**src/hw/rtl/conretx_pkg.sv**
```systemverilog
// Shared types and constants for the confirmable retransmit controller.
`default_nettype none

package conretx_pkg;

    localparam int CFG_DATA_BITS  = 32;
    localparam int REG_INDEX_BITS = 3;
    localparam int ID_WIDTH       = 16;
    localparam int RANDOM_WIDTH   = 16;
    localparam int MIN_BITS       = 32;
    localparam int SPAN_BITS      = 31;
    localparam int RETRY_BITS     = 4;
    localparam int PKT_BITS       = 16;
    localparam int SECOND_BITS    = 32;
    localparam int COUNT_BITS     = 16;
    localparam int RATE_BITS      = 32;

    typedef enum logic [1:0] {
        CMD_START = 2'd0,
        CMD_TICK  = 2'd1,
        CMD_ACK   = 2'd2,
        CMD_OTHER = 2'd3
    } cmd_t;

    typedef enum logic [REG_INDEX_BITS-1:0] {
        REG_TIMEOUT_MIN   = 3'd0,
        REG_TIMEOUT_SPAN  = 3'd1,
        REG_RETRY_LIMIT   = 3'd2,
        REG_PKT_LENGTH    = 3'd3,
        REG_TICKS_PER_SEC = 3'd4,
        REG_INITIAL_ID    = 3'd5
    } reg_index_t;

    localparam logic KIND_CON    = 1'b0;
    localparam logic KIND_REPORT = 1'b1;

    localparam logic [MIN_BITS-1:0]    RST_TIMEOUT_MIN   = 32'd2000;
    localparam logic [SPAN_BITS-1:0]   RST_TIMEOUT_SPAN  = 31'd1000;
    localparam logic [RETRY_BITS-1:0]  RST_RETRY_LIMIT   = 4'd4;
    localparam logic [PKT_BITS-1:0]    RST_PKT_LENGTH    = 16'd1024;
    localparam logic [SECOND_BITS-1:0] RST_TICKS_PER_SEC = 32'd1000;
    localparam logic [ID_WIDTH-1:0]    RST_INITIAL_ID    = 16'd0;

    typedef struct packed {
        logic [MIN_BITS-1:0]    timeout_min;
        logic [SPAN_BITS-1:0]   timeout_span;
        logic [RETRY_BITS-1:0]  retry_limit;
        logic [PKT_BITS-1:0]    pkt_length;
        logic [SECOND_BITS-1:0] ticks_per_second;
        logic [ID_WIDTH-1:0]    initial_id;
    } cfg_t;

    typedef struct packed {
        logic                 kind;
        logic [ID_WIDTH-1:0]  message_id;
        logic                 is_retransmit;
        logic                 previous_failed;
        logic [RATE_BITS-1:0] upload_rate_bits;
        logic                 last;
    } result_t;

    typedef struct packed {
        logic [1:0] count;
        result_t    first;
        result_t    second;
    } res_pair_t;

endpackage

`default_nettype wire

```
**src/hw/rtl/conretx_cfg.sv**
```systemverilog
// Configuration register bank with write-only port.
`default_nettype none

module conretx_cfg
    import conretx_pkg::*;
(
    input  wire logic                      clk,
    input  wire logic                      rst_n,
    input  wire logic                      cfg_write,
    input  wire logic [REG_INDEX_BITS-1:0] cfg_index,
    input  wire logic [CFG_DATA_BITS-1:0]  cfg_data,
    output cfg_t                           cfg
);

    cfg_t cfg_reg;

    always_ff @(posedge clk or negedge rst_n)
    begin
        if (!rst_n)
        begin
            cfg_reg.timeout_min      <= RST_TIMEOUT_MIN;
            cfg_reg.timeout_span     <= RST_TIMEOUT_SPAN;
            cfg_reg.retry_limit      <= RST_RETRY_LIMIT;
            cfg_reg.pkt_length       <= RST_PKT_LENGTH;
            cfg_reg.ticks_per_second <= RST_TICKS_PER_SEC;
            cfg_reg.initial_id       <= RST_INITIAL_ID;
        end
        else if (cfg_write)
        begin
            unique case (reg_index_t'(cfg_index))
                REG_TIMEOUT_MIN:   cfg_reg.timeout_min      <= cfg_data[MIN_BITS-1:0];
                REG_TIMEOUT_SPAN:  cfg_reg.timeout_span     <= cfg_data[SPAN_BITS-1:0];
                REG_RETRY_LIMIT:   cfg_reg.retry_limit      <= cfg_data[RETRY_BITS-1:0];
                REG_PKT_LENGTH:    cfg_reg.pkt_length       <= cfg_data[PKT_BITS-1:0];
                REG_TICKS_PER_SEC: cfg_reg.ticks_per_second <= cfg_data[SECOND_BITS-1:0];
                REG_INITIAL_ID:    cfg_reg.initial_id       <= cfg_data[ID_WIDTH-1:0];
                default:           ;
            endcase
        end
    end

    assign cfg = cfg_reg;

endmodule

`default_nettype wire

```
**src/hw/rtl/conretx_core.sv**
```systemverilog
// Input register, retransmit state and per-word result logic.
`default_nettype none

module conretx_core
    import conretx_pkg::*;
#(
    parameter int TIMER_BITS = 32
)
(
    input  wire logic                    clk,
    input  wire logic                    rst_n,
    input  cfg_t                         cfg,
    input  wire logic                    in_valid,
    output logic                         in_ready,
    input  wire logic [1:0]              command,
    input  wire logic [ID_WIDTH-1:0]     ack_id,
    input  wire logic [RANDOM_WIDTH-1:0] random_value,
    output logic                         load,
    output res_pair_t                    load_pair,
    input  wire logic                    load_ok
);

    localparam int SUM_BITS  = ((TIMER_BITS > MIN_BITS) ? TIMER_BITS : MIN_BITS) + 1;
    localparam int PROD_BITS = RANDOM_WIDTH + SPAN_BITS;
    localparam logic [TIMER_BITS-1:0] TIMER_MAX = '1;
    localparam logic [COUNT_BITS-1:0] COUNT_MAX = '1;

    // input stage
    logic                  stg_valid_reg;
    cmd_t                  stg_cmd_reg;
    logic [ID_WIDTH-1:0]   stg_ack_reg;
    logic [SPAN_BITS-1:0]  stg_spread_reg;
    logic [PROD_BITS-1:0]  prod;
    logic                  fire;

    // state
    logic                   running_reg,         running_next;
    logic [ID_WIDTH-1:0]    current_id_reg,      current_id_next;
    logic [TIMER_BITS-1:0]  current_timeout_reg, current_timeout_next;
    logic [TIMER_BITS-1:0]  remaining_ticks_reg, remaining_ticks_next;
    logic [RETRY_BITS-1:0]  retry_count_reg,     retry_count_next;
    logic [COUNT_BITS-1:0]  sent_reg,            sent_next;
    logic [SECOND_BITS-1:0] second_ticks_reg,    second_ticks_next;

    logic [SUM_BITS-1:0]    draw_sum;
    logic [TIMER_BITS-1:0]  draw_to;
    logic [TIMER_BITS-1:0]  dbl_to;
    logic                   expired;
    logic [RETRY_BITS:0]    retry_inc;
    logic                   retry_ok;
    logic [SECOND_BITS-1:0] second_inc;
    logic                   report_due;
    logic                   con;
    logic                   con_retx;
    logic                   con_failed;
    logic                   rpt;
    logic [COUNT_BITS-1:0]  sent_con;
    logic [RATE_BITS-1:0]   rate;
    result_t                con_res;
    result_t                rpt_res;

    assign prod     = PROD_BITS'(random_value) * PROD_BITS'(cfg.timeout_span);
    assign fire     = stg_valid_reg && load_ok;
    assign in_ready = !stg_valid_reg || fire;

    always_ff @(posedge clk or negedge rst_n)
    begin
        if (!rst_n)
        begin
            stg_valid_reg <= 1'b0;
        end
        else if (in_ready)
        begin
            stg_valid_reg <= in_valid;
        end
    end

    always_ff @(posedge clk)
    begin
        if (in_valid && in_ready)
        begin
            stg_cmd_reg    <= cmd_t'(command);
            stg_ack_reg    <= ack_id;
            stg_spread_reg <= prod[PROD_BITS-1:RANDOM_WIDTH];
        end
    end

    assign draw_sum   = SUM_BITS'(cfg.timeout_min) + SUM_BITS'(stg_spread_reg);
    assign draw_to    = (draw_sum > SUM_BITS'(TIMER_MAX)) ? TIMER_MAX
                                                          : draw_sum[TIMER_BITS-1:0];
    assign dbl_to     = current_timeout_reg[TIMER_BITS-1]
                        ? TIMER_MAX
                        : {current_timeout_reg[TIMER_BITS-2:0], 1'b0};
    assign expired    = remaining_ticks_reg <= TIMER_BITS'(1);
    assign retry_inc  = {1'b0, retry_count_reg} + (RETRY_BITS+1)'(1);
    assign retry_ok   = retry_inc <= {1'b0, cfg.retry_limit};
    assign second_inc = second_ticks_reg + SECOND_BITS'(1);
    assign report_due = second_inc >= cfg.ticks_per_second;

    always_comb
    begin
        running_next         = running_reg;
        current_id_next      = current_id_reg;
        current_timeout_next = current_timeout_reg;
        remaining_ticks_next = remaining_ticks_reg;
        retry_count_next     = retry_count_reg;
        second_ticks_next    = second_ticks_reg;
        con                  = 1'b0;
        con_retx             = 1'b0;
        con_failed           = 1'b0;
        rpt                  = 1'b0;
        unique case (stg_cmd_reg)
            CMD_START:
            begin
                if (!running_reg)
                begin
                    running_next         = 1'b1;
                    current_id_next      = cfg.initial_id;
                    retry_count_next     = '0;
                    current_timeout_next = draw_to;
                    remaining_ticks_next = draw_to;
                    con                  = 1'b1;
                end
            end
            CMD_TICK:
            begin
                if (running_reg)
                begin
                    if (expired)
                    begin
                        con = 1'b1;
                        if (retry_ok)
                        begin
                            retry_count_next     = retry_inc[RETRY_BITS-1:0];
                            current_timeout_next = dbl_to;
                            remaining_ticks_next = dbl_to;
                            con_retx             = 1'b1;
                        end
                        else
                        begin
                            current_id_next      = current_id_reg + ID_WIDTH'(1);
                            retry_count_next     = '0;
                            current_timeout_next = draw_to;
                            remaining_ticks_next = draw_to;
                            con_failed           = 1'b1;
                        end
                    end
                    else
                    begin
                        remaining_ticks_next = remaining_ticks_reg - TIMER_BITS'(1);
                    end
                end
                second_ticks_next = second_inc;
                if (report_due)
                begin
                    second_ticks_next = '0;
                    rpt               = 1'b1;
                end
            end
            CMD_ACK:
            begin
                if (running_reg)
                begin
                    con = 1'b1;
                    if (stg_ack_reg == current_id_reg)
                    begin
                        current_id_next      = current_id_reg + ID_WIDTH'(1);
                        retry_count_next     = '0;
                        current_timeout_next = draw_to;
                        remaining_ticks_next = draw_to;
                    end
                    else
                    begin
                        current_timeout_next = dbl_to;
                        remaining_ticks_next = dbl_to;
                        con_retx             = 1'b1;
                    end
                end
            end
            CMD_OTHER: ;
            default:   ;
        endcase
    end

    // packet counter saturates; report reads the count including this word's packet
    assign sent_con  = (con && sent_reg != COUNT_MAX) ? sent_reg + COUNT_BITS'(1) : sent_reg;
    assign rate      = RATE_BITS'(cfg.pkt_length) * RATE_BITS'(sent_con);
    assign sent_next = rpt ? '0 : sent_con;

    always_comb
    begin
        con_res.kind             = KIND_CON;
        con_res.message_id       = current_id_next;
        con_res.is_retransmit    = con_retx;
        con_res.previous_failed  = con_failed;
        con_res.upload_rate_bits = '0;
        con_res.last             = !rpt;

        rpt_res.kind             = KIND_REPORT;
        rpt_res.message_id       = '0;
        rpt_res.is_retransmit    = 1'b0;
        rpt_res.previous_failed  = 1'b0;
        rpt_res.upload_rate_bits = rate;
        rpt_res.last             = 1'b1;

        load_pair.count  = 2'(con) + 2'(rpt);
        load_pair.first  = con ? con_res : rpt_res;
        load_pair.second = rpt_res;
    end

    assign load = fire;

    always_ff @(posedge clk or negedge rst_n)
    begin
        if (!rst_n)
        begin
            running_reg         <= 1'b0;
            current_id_reg      <= RST_INITIAL_ID;
            current_timeout_reg <= '0;
            remaining_ticks_reg <= '0;
            retry_count_reg     <= '0;
            sent_reg            <= '0;
            second_ticks_reg    <= '0;
        end
        else if (fire)
        begin
            running_reg         <= running_next;
            current_id_reg      <= current_id_next;
            current_timeout_reg <= current_timeout_next;
            remaining_ticks_reg <= remaining_ticks_next;
            retry_count_reg     <= retry_count_next;
            sent_reg            <= sent_next;
            second_ticks_reg    <= second_ticks_next;
        end
    end

    a_remaining_in_window: assert property (@(posedge clk) disable iff (!rst_n)
        remaining_ticks_reg <= current_timeout_reg)
        else $error("remaining ticks above armed timeout");

    a_idle_clean: assert property (@(posedge clk) disable iff (!rst_n)
        !running_reg |-> (retry_count_reg == '0 && remaining_ticks_reg == '0))
        else $error("retry state set before start");

    a_start_loads_id: assert property (@(posedge clk) disable iff (!rst_n)
        (fire && stg_cmd_reg == CMD_START && !running_reg)
        |=> (running_reg && current_id_reg == $past(cfg.initial_id)))
        else $error("start did not load initial ID");

endmodule

`default_nettype wire

```
**src/hw/rtl/conretx_obuf.sv**
```systemverilog
// Output buffer holding up to two result words and draining them in order.
`default_nettype none

module conretx_obuf
    import conretx_pkg::*;
(
    input  wire logic                 clk,
    input  wire logic                 rst_n,
    input  wire logic                 load,
    input  res_pair_t                 load_pair,
    output logic                      load_ok,
    output logic                      out_valid,
    input  wire logic                 out_ready,
    output logic                      kind,
    output logic [ID_WIDTH-1:0]       message_id,
    output logic                      is_retransmit,
    output logic                      previous_failed,
    output logic [RATE_BITS-1:0]      upload_rate_bits,
    output logic                      last
);

    logic [1:0] cnt_reg;
    result_t    first_reg;
    result_t    second_reg;
    logic       take;

    assign out_valid = cnt_reg != 2'd0;
    assign take      = out_valid && out_ready;
    assign load_ok   = (cnt_reg == 2'd0) || (cnt_reg == 2'd1 && out_ready);

    always_ff @(posedge clk or negedge rst_n)
    begin
        if (!rst_n)
        begin
            cnt_reg <= 2'd0;
        end
        else if (load)
        begin
            cnt_reg <= load_pair.count;
        end
        else if (take)
        begin
            cnt_reg <= cnt_reg - 2'd1;
        end
    end

    always_ff @(posedge clk)
    begin
        if (load)
        begin
            first_reg  <= load_pair.first;
            second_reg <= load_pair.second;
        end
        else if (take && cnt_reg == 2'd2)
        begin
            first_reg <= second_reg;
        end
    end

    assign kind             = first_reg.kind;
    assign message_id       = first_reg.message_id;
    assign is_retransmit    = first_reg.is_retransmit;
    assign previous_failed  = first_reg.previous_failed;
    assign upload_rate_bits = first_reg.upload_rate_bits;
    assign last             = first_reg.last;

endmodule

`default_nettype wire

```
**src/hw/rtl/confirmable_retransmit_controller_top.sv**
```systemverilog
// Top level of the confirmable retransmit controller.
// Sender-side retransmit controller with exponential back-off and a once-per-second
// rate report. An accepted word is held in the input register and is evaluated when
// the output buffer can take its results, which then enter the output buffer; the first
// result is offered from the output buffer register. One word is accepted per
// cycle while each word yields at most one result and the receiver keeps up. A tick
// that both sends a packet and issues a report yields two results and fills the
// two-entry output buffer, so the next word waits until one of them has drained.
// Throughput is set by the output buffer draining one result per cycle while the
// receiver is ready. Write configuration only while no words are in flight.
`default_nettype none

module confirmable_retransmit_controller_top
    import conretx_pkg::*;
#(
    parameter int TIMER_BITS = 32
)
(
    input  wire logic                      clk,
    input  wire logic                      rst_n,
    input  wire logic                      cfg_write,
    input  wire logic [REG_INDEX_BITS-1:0] cfg_index,
    input  wire logic [CFG_DATA_BITS-1:0]  cfg_data,
    input  wire logic                      in_valid,
    output logic                           in_ready,
    input  wire logic [1:0]                command,
    input  wire logic [ID_WIDTH-1:0]       ack_id,
    input  wire logic [RANDOM_WIDTH-1:0]   random_value,
    output logic                           out_valid,
    input  wire logic                      out_ready,
    output logic                           kind,
    output logic [ID_WIDTH-1:0]            message_id,
    output logic                           is_retransmit,
    output logic                           previous_failed,
    output logic [RATE_BITS-1:0]           upload_rate_bits,
    output logic                           last
);

    cfg_t      cfg;
    logic      load;
    res_pair_t load_pair;
    logic      load_ok;

    conretx_cfg u_cfg (
        .clk       (clk),
        .rst_n     (rst_n),
        .cfg_write (cfg_write),
        .cfg_index (cfg_index),
        .cfg_data  (cfg_data),
        .cfg       (cfg)
    );

    conretx_core #(
        .TIMER_BITS (TIMER_BITS)
    ) u_core (
        .clk          (clk),
        .rst_n        (rst_n),
        .cfg          (cfg),
        .in_valid     (in_valid),
        .in_ready     (in_ready),
        .command      (command),
        .ack_id       (ack_id),
        .random_value (random_value),
        .load         (load),
        .load_pair    (load_pair),
        .load_ok      (load_ok)
    );

    conretx_obuf u_obuf (
        .clk              (clk),
        .rst_n            (rst_n),
        .load             (load),
        .load_pair        (load_pair),
        .load_ok          (load_ok),
        .out_valid        (out_valid),
        .out_ready        (out_ready),
        .kind             (kind),
        .message_id       (message_id),
        .is_retransmit    (is_retransmit),
        .previous_failed  (previous_failed),
        .upload_rate_bits (upload_rate_bits),
        .last             (last)
    );

endmodule

`default_nettype wire
```
**config.mk**
```make
export PLATFORM = sky130hd
export DESIGN_NAME = confirmable_retransmit_controller_top
export DESIGN_NICKNAME = d
export VERILOG_FILES = /design/src/hw/rtl/conretx_pkg.sv /design/src/hw/rtl/conretx_cfg.sv /design/src/hw/rtl/conretx_core.sv /design/src/hw/rtl/conretx_obuf.sv /design/src/hw/rtl/confirmable_retransmit_controller_top.sv
export SDC_FILE = /design/constraint.sdc
export NUM_CORES = 2
export LEC_CHECK = 0
export BUFFER_PORTS_ARGS = -buffer_cell sky130_fd_sc_hd__buf_2
export CAP_MARGIN = 10
export CORE_ASPECT_RATIO = 1.25
export CORE_MARGIN = 2
export CORE_UTILIZATION = 65
export DETAILED_ROUTE_END_ITERATION = 12
export GPL_ROUTABILITY_DRIVEN = 0
export PLACE_DENSITY = 0.83
export SYNTH_ARGS = -nofsm -noshare
export SYNTH_HDL_FRONTEND = slang
export SYNTH_SLANG_ARGS = --single-unit
```
**constraint.sdc**
```tcl
create_clock -name clk -period 12.8 [get_ports clk]
set_clock_uncertainty 0.05 [all_clocks]
set_input_delay 0.64 -clock clk [delete_from_list [all_inputs] [get_ports clk]]
set_output_delay 0.64 -clock clk [all_outputs]
set_load 0.02 [all_outputs]
```
==> results.sh <==
export IMPL_status="completed"
export IMPL_cts_buffers=40
export IMPL_num_nets_final=5852
export IMPL_synth_edf_count=133
export IMPL_setup_worst_path_start="u_core.remaining_ticks_reg[20]"
export IMPL_ys_ff_latch=400
export IMPL_drt_total_wl_um=121000
export IMPL_clk_pin_slew_ps=70
export IMPL_io_pins=128
export IMPL_htree_levels=2
export IMPL_hold_viol_final=0
export IMPL_start_util_pct=65.6
export IMPL_grt_usage_pct=34.5
export IMPL_netlist_area_um2=45400
export IMPL_grt_remaining_overflow=0
export IMPL_drtIter0Drc=2957
export IMPL_detailed_place_hpwl_um=88000
export IMPL_cts_resized=0
export IMPL_place_inst=5771
export IMPL_cp_max_fo=18
export IMPL_worst_slew_pin_slew_ps=1230
export IMPL_via_per_inst=6.15
export IMPL_hold_buffers=0
export IMPL_setup_tns_ps=0
export IMPL_netlist_instances=4895
export IMPL_dr_pass1_iters=8
export IMPL_min_period_ps=10490
export IMPL_cts_path_max_buffers=3
export IMPL_largest_reg_flops=131
export IMPL_cts_tree="built"
export IMPL_synthFlopType="dfrtp_1"
export IMPL_cts_sinks=400
export IMPL_postSynthAreaPerCell_um2=9.27
export IMPL_num_vias=36000
export IMPL_rsz0062_at_grt="no"
export IMPL_area_delta_synth_final_pct=6.12
export IMPL_relSlewSlack_pct=17.4
export IMPL_muxShareOfSynthArea_pct=2.82
export IMPL_worstSetupPathType="reg2reg"
export IMPL_drv_slew=0
export IMPL_rr_worst_depth=32
export IMPL_antenna_found_initial=7
export IMPL_yosys_warnings=0
export IMPL_crit_path_frequent_cell="fa_1"
export IMPL_grt_max_degree=149
export IMPL_die_area_um2=71900
export IMPL_worst_path_max_delay_cell="or4_1"
export IMPL_startpoint_type="register"
export IMPL_layout_drive_gt1_share_pct=8.19
export IMPL_holdCritPathClass="in2async"
export IMPL_io_buffers=127
export IMPL_r2r_end="u_obuf.upload_rate_bits[29]"
export IMPL_slowest_delay_ps=630
export IMPL_finalSetupViolCount=0
export IMPL_synth_nets=5868
export IMPL_rr_startpoint="u_core.remaining_ticks_reg[20]"
export IMPL_die_w_um=240
export IMPL_final_cell_mix="801 x nand2_1, 697 x inv_1, 598 x fa_1"
export IMPL_critPathCaptureType="register"
export IMPL_rows=108
export IMPL_reg2reg_slack_ps=2310
export IMPL_synth_top_family_by_area="adder cells"
export IMPL_drv_cap=0
export IMPL_layout_cells_non_filler=5848
export IMPL_min_period_over_period_pct=82.0
export IMPL_drc=0
export IMPL_crit_end="u_obuf.upload_rate_bits[29]"
export IMPL_async_reset_ff_share_pct=66.8
export IMPL_synth_simple_area_share_pct=16.7
export IMPL_synth_xor_area_share_pct=3.50
export IMPL_grt_first_pass_wirelength_um=195000
export IMPL_yosysSeqAreaShare_pct=23.6
export IMPL_synthAdderAreaFrac_pct=34.7
export IMPL_postLayoutCoreUtil_pct=69.6
export IMPL_mostFrequentLayoutCell="nand2_1"
export IMPL_dieHeight_um=299
export IMPL_cp_required_ps=13060
export IMPL_ant_nets=0
export IMPL_cp_data_arrival_time_ps=10760
export IMPL_insertion_delay_ps=560
export IMPL_grt_pass1_vias=38400
export IMPL_coreArea_um2=69200
export IMPL_post_drt_wl_per_cell_um=20.7
export IMPL_timing_fmax_mhz=95.3
export IMPL_synth_compound_area_share_pct=10.9
export IMPL_ys_types=87
export IMPL_clock_root_buffer="clkbuf_16"
export IMPL_cts_setup_buffers=0
## per-layer routing
| layer | share of wire [%] | vias to the layer above | global-route usage, % |
|---|---|---|---|
| met1 | 35 | 17700 | 40.9 |
| met2 | 49 | 1857 | 58.6 |
| li1 | - | 15900 | - |
| met3 | 9.3 | 539 | 6.30 |
| met5 | 0.028 | - | 0 |
| met4 | 6.6 | 6 | 20.6 |
## through the flow
step | setup WS (ps) | hold slack (ps) | instance area, µm²
final | 2310 | 90.8 | 48100
after global routing | 1860 | 184 | 48100
after CTS | 2380 | 147 | 48100
after detailed placement | 2360 | 418 | 46600
after global placement | 2520 | 413 | 46600
after floorplan | 3360 | 294 | 45400
## cell type report
class,count,area (µm²)
multi-input cells,3567,31200
fillers,5213,21100
flip-flops and latches,400,10700
inverters,701,2630
well taps,935,1170
clock buffers,48,1060
repair buffers,169,973
clock inverters,25,433
diodes,3,7.51
## Yosys cell counts, types with 9 or more instances
cell type | instances | area [µm²]
nand2_1 | 802 | 3010
inv_1 | 698 | 2620
fa_1 | 598 | 12000
ha_1 | 301 | 3770
and2_1 | 257 | 1610
dfrtp_1 | 247 | 6180
clkbuf_1 | 212 | 796
nor2_1 | 203 | 762
o21ai_0 | 192 | 961
a21oi_1 | 164 | 821
edfxtp_1 | 133 | 3990
mux2_2 | 111 | 1250
xnor2_1 | 97 | 850
nand3_1 | 73 | 365
xor2_1 | 71 | 622
a21o_1 | 70 | 526
nor2b_1 | 62 | 388
nor3_1 | 61 | 305
o31ai_1 | 53 | 398
a31oi_1 | 34 | 213
a211oi_1 | 28 | 210
and3_1 | 28 | 175
a22o_1 | 27 | 236
nand2b_1 | 26 | 163
or3_1 | 24 | 150
nand4_1 | 23 | 144
o21a_1 | 21 | 158
dfstp_2 | 20 | 526
o211ai_1 | 20 | 150
o311ai_0 | 17 | 149
o221ai_1 | 16 | 140
nor4_1 | 15 | 93.8
o21bai_1 | 13 | 97.6
o22ai_1 | 11 | 68.8
a21boi_0 | 10 | 75.1
a22oi_1 | 9 | 67.6
or2_2 | 9 | 56.3
## worst max-delay path: cells and delay by family (launching register included)
kind	cells	cell delay, ps
simple gates	7	2420
xor+xnor	2	720
compound gates	10	2480
buf+inv	6	510
fa+ha+maj	7	3600
flops	1	450
## logic make-up (layout without fill, tap and decap cells)
| family | Yosys count | after routing |
|---|---|---|
| xor gates and xnor gates | 173 | 173 |
| buffers and inverters | 928 | 943 |
| and+or+nand+nor | 1620 | 1620 |
| muxes | 114 | 114 |
| other | 0 | 3 |
| DFF | 400 | 400 |
| AOI/OAI and AO/OA | 761 | 761 |
| adders and majority gates | 899 | 899 |
## worst min path at each step
stage,from,endpoint,slack (ps)
2_1_floorplan,rst_n,u_cfg.cfg[0],290
3_3_place_gp,u_core.current_timeout_reg[0],u_core.current_timeout_reg[0],410
3_5_place_dp,u_core.current_timeout_reg[21],u_core.current_timeout_reg[21],420
4_1_cts,rst_n,u_cfg.cfg[40],150
5_1_grt,rst_n,u_cfg.cfg[40],180
6_report,rst_n,u_cfg.cfg[40],90
Power is not shown: default switching activity piles up to over one toggle a cycle in this logic, so the estimate is an artifact.
